`config.mk`:
```
export PLATFORM = sky130hd
export DESIGN_NAME = tls_server_hello_parser_top
export DESIGN_NICKNAME = d
export VERILOG_FILES = /design/src/rtl/core/tshp_pkg.sv /design/src/rtl/core/tls_server_hello_parser_top.sv
export SDC_FILE = /design/constraint.sdc
export NUM_CORES = 1
export LEC_CHECK = 0
export ABC_AREA = 1
export BUFFER_PORTS_ARGS = -buffer_cell sky130_fd_sc_hd__buf_2
export CAP_MARGIN = 5
export CORE_MARGIN = 2
export CORE_UTILIZATION = 43
export CTS_CLUSTER_SIZE = 14
export DETAILED_ROUTE_END_ITERATION = 10
export PLACE_DENSITY_LB_ADDON = 0.08
export SKIP_CTS_REPAIR_TIMING = 1
export SLEW_MARGIN = 20
export SYNTH_ARGS = -nofsm -noshare
export SYNTH_HDL_FRONTEND = slang
export SYNTH_SLANG_ARGS = --single-unit
```
`constraint.sdc`:
```
create_clock -name clk_i -period 5.53 [get_ports clk_i]
set_input_delay 0.8295 -clock clk_i [delete_from_list [all_inputs] [get_ports clk_i]]
set_output_delay 0.8295 -clock clk_i [all_outputs]
set_load 0.05 [all_outputs]
```
`src/rtl/core/tshp_pkg.sv`:
```
// Shared types and constants for the ServerHello body parser.
// Holds the beat structs, phase and code enums, and the layout constants.
`timescale 1ns / 1ps

package tshp_pkg;

  // Layout of the ServerHello body
  localparam logic [7:0]  MAX_SESSION_ID = 8'd32;
  localparam logic [15:0] RANDOM_LEN     = 16'd28;
  localparam logic [15:0] VERSION_BYTES  = 16'd2;
  localparam logic [15:0] TIME_BYTES     = 16'd4;
  localparam logic [15:0] CIPHER_BYTES   = 16'd2;
  localparam logic [15:0] EXTLEN_BYTES   = 16'd2;
  localparam logic [15:0] EXTHDR_BYTES   = 16'd4;
  localparam logic [15:0] EXTHDR_LEN_POS = 16'd2;
  localparam logic [15:0] OFFSET_MAX     = 16'hFFFF;

  // Cipher suites recognized as known
  localparam logic [15:0] CIPHER_RC4_SHA    = 16'h0005;
  localparam logic [15:0] CIPHER_AES128_SHA = 16'h002F;
  localparam logic [15:0] CIPHER_AES256_SHA = 16'h0035;

  typedef enum logic [3:0] {
    FLD_VERSION  = 4'd0,
    FLD_TIME     = 4'd1,
    FLD_RANDOM   = 4'd2,
    FLD_SIDLEN   = 4'd3,
    FLD_SID      = 4'd4,
    FLD_CIPHER   = 4'd5,
    FLD_COMP     = 4'd6,
    FLD_EXTLEN   = 4'd7,
    FLD_EXTHDR   = 4'd8,
    FLD_EXTBODY  = 4'd9,
    FLD_EXCESS   = 4'd10
  } field_e;

  typedef enum logic [1:0] {
    ST_OK        = 2'd0,
    ST_SID_LONG  = 2'd1,
    ST_TRUNCATED = 2'd2,
    ST_EXT_LEN   = 2'd3
  } status_e;

  typedef enum logic [10:0] {
    PH_VERSION = 11'b000_0000_0001,
    PH_TIME    = 11'b000_0000_0010,
    PH_RANDOM  = 11'b000_0000_0100,
    PH_SIDLEN  = 11'b000_0000_1000,
    PH_SID     = 11'b000_0001_0000,
    PH_CIPHER  = 11'b000_0010_0000,
    PH_COMP    = 11'b000_0100_0000,
    PH_EXTLEN  = 11'b000_1000_0000,
    PH_EXTHDR  = 11'b001_0000_0000,
    PH_EXTBODY = 11'b010_0000_0000,
    PH_EXCESS  = 11'b100_0000_0000
  } phase_e;

  typedef struct packed {
    logic [7:0] byte_value;
    logic       last_byte;
  } in_beat_t;

  typedef struct packed {
    logic [3:0]  field_code;
    logic [15:0] field_offset;
    logic [7:0]  byte_out;
    logic        message_done;
    logic [1:0]  parse_status;
    logic [15:0] version_word;
    logic [7:0]  session_length;
    logic [15:0] cipher_code;
    logic        cipher_known;
    logic [7:0]  compression_code;
  } out_beat_t;

  // Field tag that a byte gets in a given phase
  function automatic field_e field_of(input phase_e ph);
    field_e f;
    unique case (ph)
      PH_VERSION: f = FLD_VERSION;
      PH_TIME:    f = FLD_TIME;
      PH_RANDOM:  f = FLD_RANDOM;
      PH_SIDLEN:  f = FLD_SIDLEN;
      PH_SID:     f = FLD_SID;
      PH_CIPHER:  f = FLD_CIPHER;
      PH_COMP:    f = FLD_COMP;
      PH_EXTLEN:  f = FLD_EXTLEN;
      PH_EXTHDR:  f = FLD_EXTHDR;
      PH_EXTBODY: f = FLD_EXTBODY;
      PH_EXCESS:  f = FLD_EXCESS;
      default:    f = FLD_EXCESS;
    endcase
    return f;
  endfunction

endpackage

```
`src/rtl/core/tls_server_hello_parser_top.sv`:
```
// ServerHello body parser, top level: phase tracker, counters and result register.
// Depends on tshp_pkg for beat structs, phase and code enums and constants.
`timescale 1ns / 1ps
//
//  channel | direction | handshake               | payload
//  --------+-----------+-------------------------+-----------------------------
//  in      | sink      | in_valid_i / in_stall_o  | in_beat_i  (byte, last flag)
//  out     | source    | out_valid_o / out_stall_i| out_beat_o (tag, offset,
//          |           |                         |  byte, summary on last beat)
//
//  One beat in gives one beat out in the cycle after: the phase and counter update
//  and the result are computed combinationally into the result register.
//  A new byte is taken every cycle while the result register is empty or is
//  being drained in the same cycle, so the sustained rate is one byte per cycle.
//  Input stall follows output stall only while a result is held.
//  Reset returns the parser to the version phase with all counters cleared;
//  the beat flagged last does the same after its summary is formed.

module tls_server_hello_parser_top
  import tshp_pkg::*;
(
  input  logic      clk_i,
  input  logic      rst_ni,
  input  logic      in_valid_i,
  output logic      in_stall_o,
  input  in_beat_t  in_beat_i,
  output logic      out_valid_o,
  input  logic      out_stall_i,
  output out_beat_t out_beat_o
);

  // Parser state
  phase_e      phase_q, phase_d;
  logic [15:0] cnt_q, cnt_d;
  logic [7:0]  sid_q, sid_d;
  logic [15:0] list_q, list_d;
  logic [15:0] body_q, body_d;
  logic [15:0] ver_q, ver_d;
  logic [15:0] ciph_q, ciph_d;
  logic [7:0]  comp_q, comp_d;
  logic [1:0]  err_q, err_d;

  // Result register
  logic      out_valid_q;
  out_beat_t out_beat_q, out_beat_d;

  logic in_fire;
  logic out_fire;

  // Hold the input while a result waits and the sink stalls
  assign out_fire   = out_valid_q & ~out_stall_i;
  assign in_stall_o = out_valid_q & out_stall_i;
  assign in_fire    = in_valid_i & ~in_stall_o;

  assign out_valid_o = out_valid_q;
  assign out_beat_o  = out_beat_q;

  always_comb begin
    logic [7:0]  b;
    logic [15:0] cnt_inc;
    logic [15:0] off;
    field_e      fld;
    logic [1:0]  set_code;
    logic        go_excess;
    logic        complete;
    status_e     status;

    b         = in_beat_i.byte_value;
    cnt_inc   = cnt_q + 16'd1;
    off       = cnt_q;
    fld       = field_of(phase_q);
    set_code  = ST_OK;
    go_excess = 1'b0;
    complete  = 1'b0;
    status    = ST_OK;

    phase_d = phase_q;
    cnt_d   = cnt_q;
    sid_d   = sid_q;
    list_d  = list_q;
    body_d  = body_q;
    ver_d   = ver_q;
    ciph_d  = ciph_q;
    comp_d  = comp_q;
    err_d   = err_q;

    unique case (phase_q)
      PH_VERSION: begin
        ver_d = {ver_q[7:0], b};
        cnt_d = cnt_inc;
        if (cnt_inc >= VERSION_BYTES) begin
          phase_d = PH_TIME;
          cnt_d   = '0;
        end
      end
      PH_TIME: begin
        cnt_d = cnt_inc;
        if (cnt_inc >= TIME_BYTES) begin
          phase_d = PH_RANDOM;
          cnt_d   = '0;
        end
      end
      PH_RANDOM: begin
        cnt_d = cnt_inc;
        if (cnt_inc >= RANDOM_LEN) begin
          phase_d = PH_SIDLEN;
          cnt_d   = '0;
        end
      end
      PH_SIDLEN: begin
        sid_d = b;
        if (b > MAX_SESSION_ID) begin
          set_code = ST_SID_LONG;
        end
        phase_d = (b == 8'd0) ? PH_CIPHER : PH_SID;
        cnt_d   = '0;
      end
      PH_SID: begin
        cnt_d = cnt_inc;
        if (cnt_inc >= {8'd0, sid_q}) begin
          phase_d = PH_CIPHER;
          cnt_d   = '0;
        end
      end
      PH_CIPHER: begin
        ciph_d = {ciph_q[7:0], b};
        cnt_d  = cnt_inc;
        if (cnt_inc >= CIPHER_BYTES) begin
          phase_d = PH_COMP;
          cnt_d   = '0;
        end
      end
      PH_COMP: begin
        comp_d  = b;
        phase_d = PH_EXTLEN;
        cnt_d   = '0;
      end
      PH_EXTLEN: begin
        list_d = {list_q[7:0], b};
        cnt_d  = cnt_inc;
        if (cnt_inc >= EXTLEN_BYTES) begin
          phase_d = PH_EXTHDR;
          cnt_d   = '0;
        end
      end
      PH_EXTHDR: begin
        if (list_q == 16'd0) begin
          go_excess = 1'b1;
        end else begin
          list_d = list_q - 16'd1;
          // Type bytes are skipped; the length bytes shift into the body count
          if (cnt_q >= EXTHDR_LEN_POS) begin
            body_d = {body_q[7:0], b};
          end
          cnt_d = cnt_inc;
          if (cnt_inc >= EXTHDR_BYTES) begin
            cnt_d = '0;
            if (body_d > list_d) begin
              set_code = ST_EXT_LEN;
            end
            phase_d = (body_d == 16'd0) ? PH_EXTHDR : PH_EXTBODY;
          end
        end
      end
      PH_EXTBODY: begin
        if (list_q == 16'd0) begin
          go_excess = 1'b1;
        end else begin
          list_d = list_q - 16'd1;
          if (body_q != 16'd0) begin
            body_d = body_q - 16'd1;
          end
          cnt_d = cnt_inc;
          if (body_d == 16'd0) begin
            phase_d = PH_EXTHDR;
            cnt_d   = '0;
          end
        end
      end
      PH_EXCESS: begin
        set_code = ST_EXT_LEN;
        if (cnt_q != OFFSET_MAX) begin
          cnt_d = cnt_inc;
        end
      end
      default: begin
        go_excess = 1'b1;
      end
    endcase

    // Bytes past the extension list: tag as excess and flag a length mismatch
    if (go_excess) begin
      fld      = FLD_EXCESS;
      off      = '0;
      phase_d  = PH_EXCESS;
      cnt_d    = 16'd1;
      set_code = ST_EXT_LEN;
    end

    // First error wins
    if (err_q == ST_OK) begin
      err_d = set_code;
    end

    out_beat_d                  = '0;
    out_beat_d.field_code       = fld;
    out_beat_d.field_offset     = off;
    out_beat_d.byte_out         = b;

    if (in_beat_i.last_byte) begin
      complete = ((phase_d == PH_EXTLEN) && (cnt_d == 16'd0)) ||
                 ((phase_d == PH_EXTHDR) && (cnt_d == 16'd0) && (list_d == 16'd0));
      if (err_d != ST_OK) begin
        status = status_e'(err_d);
      end else if (complete) begin
        status = ST_OK;
      end else begin
        status = ST_TRUNCATED;
      end
      out_beat_d.message_done     = 1'b1;
      out_beat_d.parse_status     = status;
      out_beat_d.version_word     = ver_d;
      out_beat_d.session_length   = sid_d;
      out_beat_d.cipher_code      = ciph_d;
      out_beat_d.cipher_known     = (ciph_d == CIPHER_RC4_SHA) ||
                                    (ciph_d == CIPHER_AES128_SHA) ||
                                    (ciph_d == CIPHER_AES256_SHA);
      out_beat_d.compression_code = comp_d;

      // Rearm for the next message
      phase_d = PH_VERSION;
      cnt_d   = '0;
      sid_d   = '0;
      list_d  = '0;
      body_d  = '0;
      ver_d   = '0;
      ciph_d  = '0;
      comp_d  = '0;
      err_d   = ST_OK;
    end
  end

  // Advance parser state on each accepted beat
  always_ff @(posedge clk_i or negedge rst_ni) begin
    if (!rst_ni) begin
      phase_q <= PH_VERSION;
      cnt_q   <= '0;
      sid_q   <= '0;
      list_q  <= '0;
      body_q  <= '0;
      ver_q   <= '0;
      ciph_q  <= '0;
      comp_q  <= '0;
      err_q   <= ST_OK;
    end else if (in_fire) begin
      phase_q <= phase_d;
      cnt_q   <= cnt_d;
      sid_q   <= sid_d;
      list_q  <= list_d;
      body_q  <= body_d;
      ver_q   <= ver_d;
      ciph_q  <= ciph_d;
      comp_q  <= comp_d;
      err_q   <= err_d;
    end
  end

  // Result valid: set on an accepted beat, drop once the sink takes it and no new beat is accepted
  always_ff @(posedge clk_i or negedge rst_ni) begin
    if (!rst_ni) begin
      out_valid_q <= 1'b0;
    end else if (in_fire) begin
      out_valid_q <= 1'b1;
    end else if (out_fire) begin
      out_valid_q <= 1'b0;
    end
  end

  // Result payload: load on accept, hold while stalled
  always_ff @(posedge clk_i) begin
    if (in_fire) begin
      out_beat_q <= out_beat_d;
    end
  end

endmodule
```
After elaboration in Yosys (flattened, before gate mapping)
Index checks and enable logic that the tools add are counted.
Storage, ports and cells
  memory bits (writable): 0
  input port bits: 13
  output and inout port bits: 82
  memory bits (read-only): 0
  memories: 0
  flip-flop bits (word level): 190
  word-level logic and storage cells: 139
  bits in latches: 0
Operators by class
  bitwise gates (word level): 5
  reductions and logical operators: 22
  equality and inequality tests: 19
  magnitude comparators: 7
  shift-type cells: 0
  divide/modulo/power cells: 0
  add/sub/neg operators: 3
  multiplexer cells: 63
  $mul: 0
Operators by type and width (number)
  $mux W16: 25
  $mux W11: 12
  $pmux W16 S8: 1
  $pmux W11 S10: 1
  $logic_not A16 Y1: 5
  $pmux W16 S2: 2
  $mux W52: 1
  $pmux W4 S10: 1
  $eq A16 B6 Y1 const B: 2
  $ge A16 B2 Y1 const B: 2
  $mux W8: 4
  $sub A16 B1 Y16 const B: 2
  $eq A11 B8 Y1 const B: 2
  $eq A11 B9 Y1 const B: 2
  $add A16 B1 Y16 const B: 1
  $eq A16 B3 Y1 const B: 1
  $ge A16 B3 Y1 const B: 1
  $ge A16 B5 Y1 const B: 1
  $ge A16 B8 Y1: 1
  $gt A16 B16 Y1: 1
  $mux W2: 8
  $ne A16 B16 Y1 const B: 1
  $reduce_bool A16 Y1: 1
  $eq A11 B1 Y1 const B: 1
  other kinds (27): 40

Logic depth before layout (Yosys ltp)
Gate-level depths: netlist of the first run.
  depth after elaboration: 17
  mapped depth: 26
  gate-level depth less buffers: 25

Least setup slack after synthesis of the first run
Ideal clock, no wire load.
  path kind: input to register
  start point: in out_stall_i
  end point: reg out_beat_q, in the netlist out_beat_o[0], enable pin
  cell stages on the path: 4
  required time: 5054 ps
  path buffers: 1
  path slack: 1279 ps
  library setup time: 476 ps
  data arrival time: 3775 ps
  cell sequence: nand2_1 > inv_1 > nor2_1 > clkbuf_1
Between the ends
  cells in the longest elaborated chain, start to end: 3
Ends and longest elaborated chain
  start, declared: line tls_server_hello_parser_top.sv:28  | input logic out_stall_i,
  $and A1 B1 Y1: line tls_server_hello_parser_top.sv:52  | assign in_stall_o = out_valid_q & out_stall_i;
  net in_stall_o: line tls_server_hello_parser_top.sv:25  | output logic in_stall_o,
  $not A1 Y1: line tls_server_hello_parser_top.sv:53  | assign in_fire = in_valid_i & ~in_stall_o;
  $and A1 B1 Y1: line tls_server_hello_parser_top.sv:53
  net in_fire: line tls_server_hello_parser_top.sv:47  | logic in_fire;
  end signal, assigned: line tls_server_hello_parser_top.sv:282  | out_beat_q <= out_beat_d;
  end, declared: line tls_server_hello_parser_top.sv:45  | out_beat_t out_beat_q, out_beat_d;
The timed path passes the listed nets, and every way through them passes these cells.
A chain may end at the register's enable or synchronous reset.

Worst setup path after layout of the first run
  start point: reg cnt_q[0]
  end point: reg out_beat_q, in the netlist out_beat_o[50] (data pin)
Between the ends
  cells in the longest elaborated chain, start to end: 16
  elaborated cells on any way between the ends: 49
  classes of those cells: add/sub (1); order compare (6); eq/ne (3); mux (32); reduce/logical (7)
Ends and longest elaborated chain
  start, declared: line tls_server_hello_parser_top.sv:34  | logic [15:0] cnt_q, cnt_d;
  start signal, assigned: line tls_server_hello_parser_top.sv:257  | cnt_q <= cnt_d;
  branches (longest 15 deep; another with $add A16 B1 Y16)
  $mux W2 (*): line tls_server_hello_parser_top.sv:213  | if (err_d != ST_OK) begin
Every way passes the cells marked *. The select of a mux whose other input is x is not followed.

==> results of run 1 <==
cell type report:
type	instances	share of cell area, %
multi-input cells	1009	42.1
clock inverters	14	1.35
inverters	200	5.83
repair buffers	104	4.23
well taps	341	3.29
flip-flops and latches	190	39.8
clock buffers	18	3.39
through the flow:
stage	instance area, µm²	power [mW]	instances	util (%)	setup WS, ns
after floorplan	11600	5.19	1452	-	1.28
after global placement	12300	6.13	1844	46.2	1.48
after detailed placement	12300	6.15	1844	46.2	1.26
after CTS	13000	7.46	1876	48.5	1.22
after global routing	13000	8.12	1876	48.5	0.659
final	13000	7.46	1876	48.5	1.23
worst register-to-register path, stage by stage (launching register included):
cell and delay [ns]:
dfrtp_1 0.45, inv_2 0.12, ha_1 0.22, nor2_1 0.09
nand3_1 0.07, nor2_1 0.26, nand2_1 0.59, o21ai_1 0.47
inv_1 0.08, ha_1 0.31, a21oi_1 0.15, nor2_1 0.06
a211oi_1 0.17, nor2_1 0.07, o21ai_0 0.16, o2111ai_1 0.15
nand3_1 0.10, nand2_1 0.07, inv_1 0.07, nand4_1 0.08
a21oi_2 0.20, nand2_1 0.08, a21oi_2 0.13
final timing paths:
kind                        startpoint        endpoint  slack (ns)  cells past startpoint
max                           cnt_q[0]  out_beat_o[50]        1.23                     22
min                             rst_ni       body_q[8]        0.42                      1
max reg2reg                   cnt_q[0]  out_beat_o[50]        1.23                     22
min reg2reg                out_valid_o     out_valid_o        0.50                      2
max in group asynchronous       rst_ni      phase_q[8]        4.08                      2
min in group clk_i         out_valid_o     out_valid_o        0.50                      2
layout by cell type, fill, tap and decap left out, types with 46 or more instances in the layout:
cell / n
o22ai_1: 86
o21ai_0: 110
nand2_1: 287
edfxtp_1: 80
nor2_1: 174
inv_1: 183
buf_2: 93
a21oi_1: 46
nand3_1: 58
dfrtp_1: 109
sequential cells by signal, summed over array words and instances, names as in the netlist:
name         cells
out_beat_o      80
phase_q         11
ciph_q          16
sid_q            8
ver_q           16
comp_q           8
cnt_q           16
out_valid_o      1
body_q          16
list_q          16
err_q            2
cells by family after synthesis:
family | after synthesis | share of synthesized area, %
adders and majority gates | 28 | 3.02
buffers and inverters | 253 | 8.63
xor gates and xnor gates | 19 | 1.43
and+or+nand+nor | 644 | 26.2
AOI/OAI and AO/OA | 318 | 16.3
DFF | 190 | 44.4
metal layers:
layer  vias to the layer above  GRT usage [%]
met4                         0           6.48
met2                       269           40.7
met1                      4912           33.6
met5                         -              0
li1                       5063              -
met3                        46           3.50
power by group:
group / total (mW) / leakage (nW) / switching, mW / internal (mW)
combinational: 4.24 / 3.60 / 2.99 / 1.26
sequential: 1.91 / 2.29 / 0.183 / 1.73
clock: 1.30 / 0.299 / 0.671 / 0.632
total: 7.46 / 6.19 / 3.84 / 3.61
==> results by group, run 1 <==
Power
  – VDD IR max: 0.245 mV
  – Pwr per Cell Area: 575 nW/µm²
  – Pleak: 6.19 nW

STA
  – Period utilization: 77.8%
  – Endpoints failing hold: 0
  – Highest clock rate: 232 MHz
  – Period minus WS final: 4.30 ns
  – Slew HR: 31.0%
  – Post-route setup TNS: 0 ns
  – Final Slew Violations: 0
  – Slew @ Worst Pin: 1.04 ns
  – Post-Route Skew: 0.0192 ns
  – Hold_ws: 0.420 ns
  – Final setup viols: 0
  – Setup repair after global routing missed its margin: false

Floorplanning
  – DIE AREA: 28300 µm²
  – I/O Pins: 95
  – Effective utilization at floorplan: 43.5%
  – CORE AREA: 26700 µm²
  – Die Span Y: 168 µm
  – Rows: 60
  – Die W: 168 µm

Placed design
  – PortBufs: 94
  – GP Congestion: 0.909
  – DPL Wire Length: 23.6 mm

Setup path
  – Startpoint Class: flip-flop
  – Most common cell on crit path: nor2_1
  – Crit path max fanout: 31
  – WP data arrival: 4.59 ns
  – Worst Path Buf+Inv: 3
  – CP delay by family, top: simple AND/OR/NAND/NOR gates
  – Setup CP Type: flip-flop to flip-flop
  – Worst Setup End Kind: flip-flop
  – Crit-path cells: inv_2, ha_1, nor2_1, nand3_1, nor2_1, nand2_1, o21ai_1, inv_1, ha_1, a21oi_1, nor2_1, a211oi_1, nor2_1, o21ai_0, o2111ai_1, nand3_1, nand2_1, inv_1, nand4_1, a21oi_2, nand2_1, a21oi_2
  – WP data required: 5.82 ns
  – Slowest stage cell, crit path: nand2_1
  – Slowest stage delay, CP: 0.58 ns

Run status
  – Outcome: complete, no violations

Detailed routing
  – Wire length on met3: 1.35 mm
  – # DRC: 0
  – DR vias: 10290
  – Routed WL per cell: 18.1 µm
  – Vias per std cell: 5.49
  – First-pass DRT Iterations: 5
  – DRT met1 WL: 15.6 mm
  – Post-DRT Antenna Nets: 0
  – DR top layer: met4
  – Met2 WL post-DR: 16.4 mm
  – Final wirelength: 33.9 mm
  – 1st-iter DRT viols: 961

Final layout
  – P&R area growth vs syn: 11.6%
  – Multi-input gate area: 5460 µm²
  – FF+latch area: 5160 µm²
  – Filler Cells Inserted: 2722
  – Ant. Diodes: 0
  – Share of layout cells above drive strength 1: 14.8%
  – Fin nets: 1563

CTS
  – H-tree depth: 4
  – CTS Root Cell: clkbuf_16
  – TritonCTS Buffers: 17
  – Clk_lat worst skew: 0.45 ns
  – CTS tree: done
  – Clk sinks: 190
  – CTS Buffer Depth: 2
  – Clk slew on worst S/H paths: 0.09 ns

Yosys
  – Gate Count Post-Synth: 1452
  – Predominant post-synthesis flop cell: dfrtp_1
  – Syn Std Cell Area: 11600 µm²
  – Most frequent cell after synthesis: nand2_1
  – Async SR Flop Fraction: 57.9%
  – Synth warn: 0
  – Netlist cell types: 55
  – Top cell type's share of synthesized area: 23.5%
  – Top cells by area, synth: dfrtp_1, edfxtp_1, nand2_1
  – Syn avg cell area: 8.00 µm²
  – Sequential fraction of the synthesis area: 44.4%
  – Post-synth top cells: nand2_1, inv_1, nor2_1
  – Synth area leader: dfrtp_1
  – Number of synthesized flops with an enable pin: 80
  – Post-Syn Nets: 1493
  – Yosys reg bits: 190

Job
  – MaxCap Viol Count: 0

Global routing
  – GRT overflow: 0
  – Initial antenna violation count: 0
  – Pin count of the biggest net entering global routing: 87
  – First-pass GRT wire length: 54.4 mm
  – Vias in the first global route: 9807
  – Total GRT Usage: 24.5%

Hold path
  – Worst Hold Class: primary input to asynchronous set/reset pin
Power figures use the tool's default switching activity.
==> inputs of run 2 (changes only) <==
==> constraint.sdc (replaced) <==
create_clock -name clk_i -period 3.44 [get_ports clk_i]
set_input_delay 0.516 -clock clk_i [delete_from_list [all_inputs] [get_ports clk_i]]
set_output_delay 0.516 -clock clk_i [all_outputs]
set_load 0.05 [all_outputs]
==> run 2 against run 1 <==
Die area is the same. Clock-buffer cell count is the same. Non-clock buffer count is 94 higher. First-iteration DRC count shrank 2.5%. Critical path type unchanged. Largest cell class unchanged. Highest routed layer unchanged.
==> results by group, run 2 (synthesis results as in run 1) <==
STA
  – Slew HR: 45.9% (+15 points)
  – Highest clock rate: 300 MHz (+29%)
  – Period utilization: 96.9% (+19 points)
  – Final setup viols: 0 (unchanged)
  – Final Slew Violations: 0 (unchanged)
  – Period minus WS final: 3.33 ns (-0.969 ns)
  – Endpoints failing hold: 0 (unchanged)
  – Post-Route Skew: 0.0134 ns (-0.00578 ns)
  – Slew @ Worst Pin: 0.812 ns (-0.224 ns)

Power
  – Pleak: 6.66 nW (+7.7%)
  – Pwr per Cell Area: 942 nW/µm² (+64%)
  – Total power: 13.1 mW (+75%)
  – VDD IR max: 0.565 mV (+130%)

Placed design
  – PortBufs: 94 (unchanged)
  – DPL Wire Length: 25.9 mm (+9.9%)
  – GP Congestion: 0.918 (+0.98%)
  – Placed inst area: 13000 µm² (+5.3%)

Setup path
  – Worst Setup End Kind: flip-flop
  – Crit path max fanout: 7 (-77%)
  – WP data required: 3.73 ns (-2.09 ns)
  – R2r startpoint: cnt_q[1]
  – Worst setup path endpoint: out_beat_o[50]
  – Setup CP Type: flip-flop to flip-flop
  – Crit Reg-Reg Endpoint: out_beat_o[50]
  – WP data arrival: 3.63 ns (-0.96 ns)
  – Worst r2r path cells: 22 (unchanged)
  – R2r setup slk: 0.11 ns (-1.12 ns)
  – Startpoint Class: flip-flop
  – Crit-path cells: buf_6, inv_2, nand4_1, nor2_4, nand2_4, buf_8, nand2_2, o21ai_2, ha_1, nand2_1, nor2_1, a211oi_1, nor2_1, o21ai_1, o2111ai_2, nand3_1, nand2_1, inv_1, nand4_1, a21oi_2, nand2_1, a21oi_2
  – Slowest stage cell, crit path: dfrtp_1
  – Slowest stage delay, CP: 0.40 ns (-0.18 ns)
  – CP Launch Point: cnt_q[1]
  – Most common cell on crit path: nand2_1

Final layout
  – Largest register FFs: 80 (unchanged)
  – Share of layout cells above drive strength 1: 22.0% (+7.2 points)
  – Commonest non-fill, non-tap cell in the layout: nand2_1
  – Post-route cell area: 13900 µm² (+6.9%)
  – Multi-input gate area: 5620 µm² (+2.9%)
  – Most frequent cells in the layout: nand2_1, inv_1, nor2_1
  – Fin nets: 1657 (+6.0%)
  – FF+latch area: 5160 µm² (about the same)
  – P&R area growth vs syn: 19.3%
  – Filler Cells Inserted: 2651 (-2.6%)

Global routing
  – GRT overflow: 0 (unchanged)
  – GR Util met3: 3.64% (+0.14 points)
  – Grt met2 use: 40.8% (+0.089 points)
  – First-pass GRT wire length: 56.2 mm (+3.3%)
  – GRT busiest layer: met2
  – Vias in the first global route: 9949 (+1.4%)
  – Initial antenna violation count: 1 (+1)
  – Met1 GRT Util: 36.3% (+2.7 points)
  – Pin count of the biggest net entering global routing: 165 (+90%)
  – Total GRT Usage: 25.4% (+0.90 points)

Floorplanning
  – I/O Pins: 95 (unchanged)
  – Die Span Y: 168 µm (unchanged)
  – Effective utilization at floorplan: 43.5% (unchanged)
  – CORE AREA: 26700 µm² (unchanged)
  – Die W: 168 µm (unchanged)
  – DIE AREA: 28300 µm² (unchanged)
  – Rows: 60 (unchanged)

CTS
  – CTS tree: done
  – Clk_lat worst skew: 0.45 ns (about the same)
  – CTS Root Cell: clkbuf_16
  – Clk slew on worst S/H paths: 0.08 ns (about the same)
  – H-tree depth: 4 (unchanged)
  – TritonCTS Buffers: 17 (unchanged)
  – CTS Buffer Depth: 2 (unchanged)
  – Clk sinks: 190 (unchanged)

Hold path
  – Worst Hold Class: primary input to asynchronous set/reset pin

Run status
  – Outcome: complete, no violations

Detailed routing
  – 1st-iter DRT viols: 937 (-2.5%)
  – Routed WL per cell: 18.2 µm (+0.65%)
  – Final wirelength: 35.8 mm (+5.7%)
  – # DRC: 0 (unchanged)
  – Post-DRT Antenna Nets: 0 (unchanged)
  – Vias per std cell: 5.43 (-1.0%)
  – First-pass DRT Iterations: 6 (+1)
  – DR vias: 10699 (+4.0%)

Job
  – MaxCap Viol Count: 0 (unchanged)
-- run 2: where the power goes --
group / switching (mW) / leakage (nW) / total (mW) / internal (mW)
combinational: 5.25 / 4.09 / 7.99 / 2.74
clock: 1.05 / 0.290 / 2.04 / 0.987
sequential: 0.251 / 2.29 / 3.03 / 2.78
total: 6.55 / 6.66 / 13.1 / 6.50
-- run 2: final cells by class --
cell class | instances | area share, %
repair buffers | 198 | 9.34
diodes | 1 | 0.0181
clock buffers | 18 | 3.10
multi-input cells | 1009 | 40.6
well taps | 341 | 3.08
flip-flops and latches | 190 | 37.2
inverters | 200 | 5.45
clock inverters | 14 | 1.21
-- run 2: per-layer routing --
metal  vias to the layer above  part of all wire, %  wire length (µm)
li1                       5263                    -                 -
met1                      5108                   46             16600
met2                       289                   47             16900
met3                        39                  5.1              1840
met4                         0                  1.4               509
met5                         -                    0                 0
-- run 2: metrics by stage --
step	setup slack, ns	util, %	instances	setup TNS, ns	hold slack (ns)
6_report	0.107	51.9	1971	0	0.0372
5_1_grt	-0.0933	51.8	1970	-0.130	0.0716
4_1_cts	-0.0675	50.9	1962	-0.113	0.0527
3_5_place_dp	-0.0318	48.7	1930	-0.0514	0.484
3_3_place_gp	0.0813	48.7	1930	0	0.478
2_1_floorplan	0.344	-	1452	0	0.220
-- run 2: worst min-delay path by stage --
stage	cells past startpoint	from	slack, ns	endpoint
detailed placement	2	out_valid_o	0.48	out_valid_o
finish	1	rst_ni	0.04	body_q[0]
floorplan	0	rst_ni	0.22	body_q[0]
global placement	2	out_valid_o	0.48	out_valid_o
global route	1	rst_ni	0.07	list_q[8]
CTS	1	rst_ni	0.05	body_q[0]
-- run 2: critical path, delay by kind of cell, from the launching register on --
kind,cells,cell delay [ns]
and+or+nand+nor,11,1.09
AOI/OAI and AO/OA,6,0.97
buffers and inverters,4,0.43
DFF,1,0.40
adders and majority gates,1,0.30
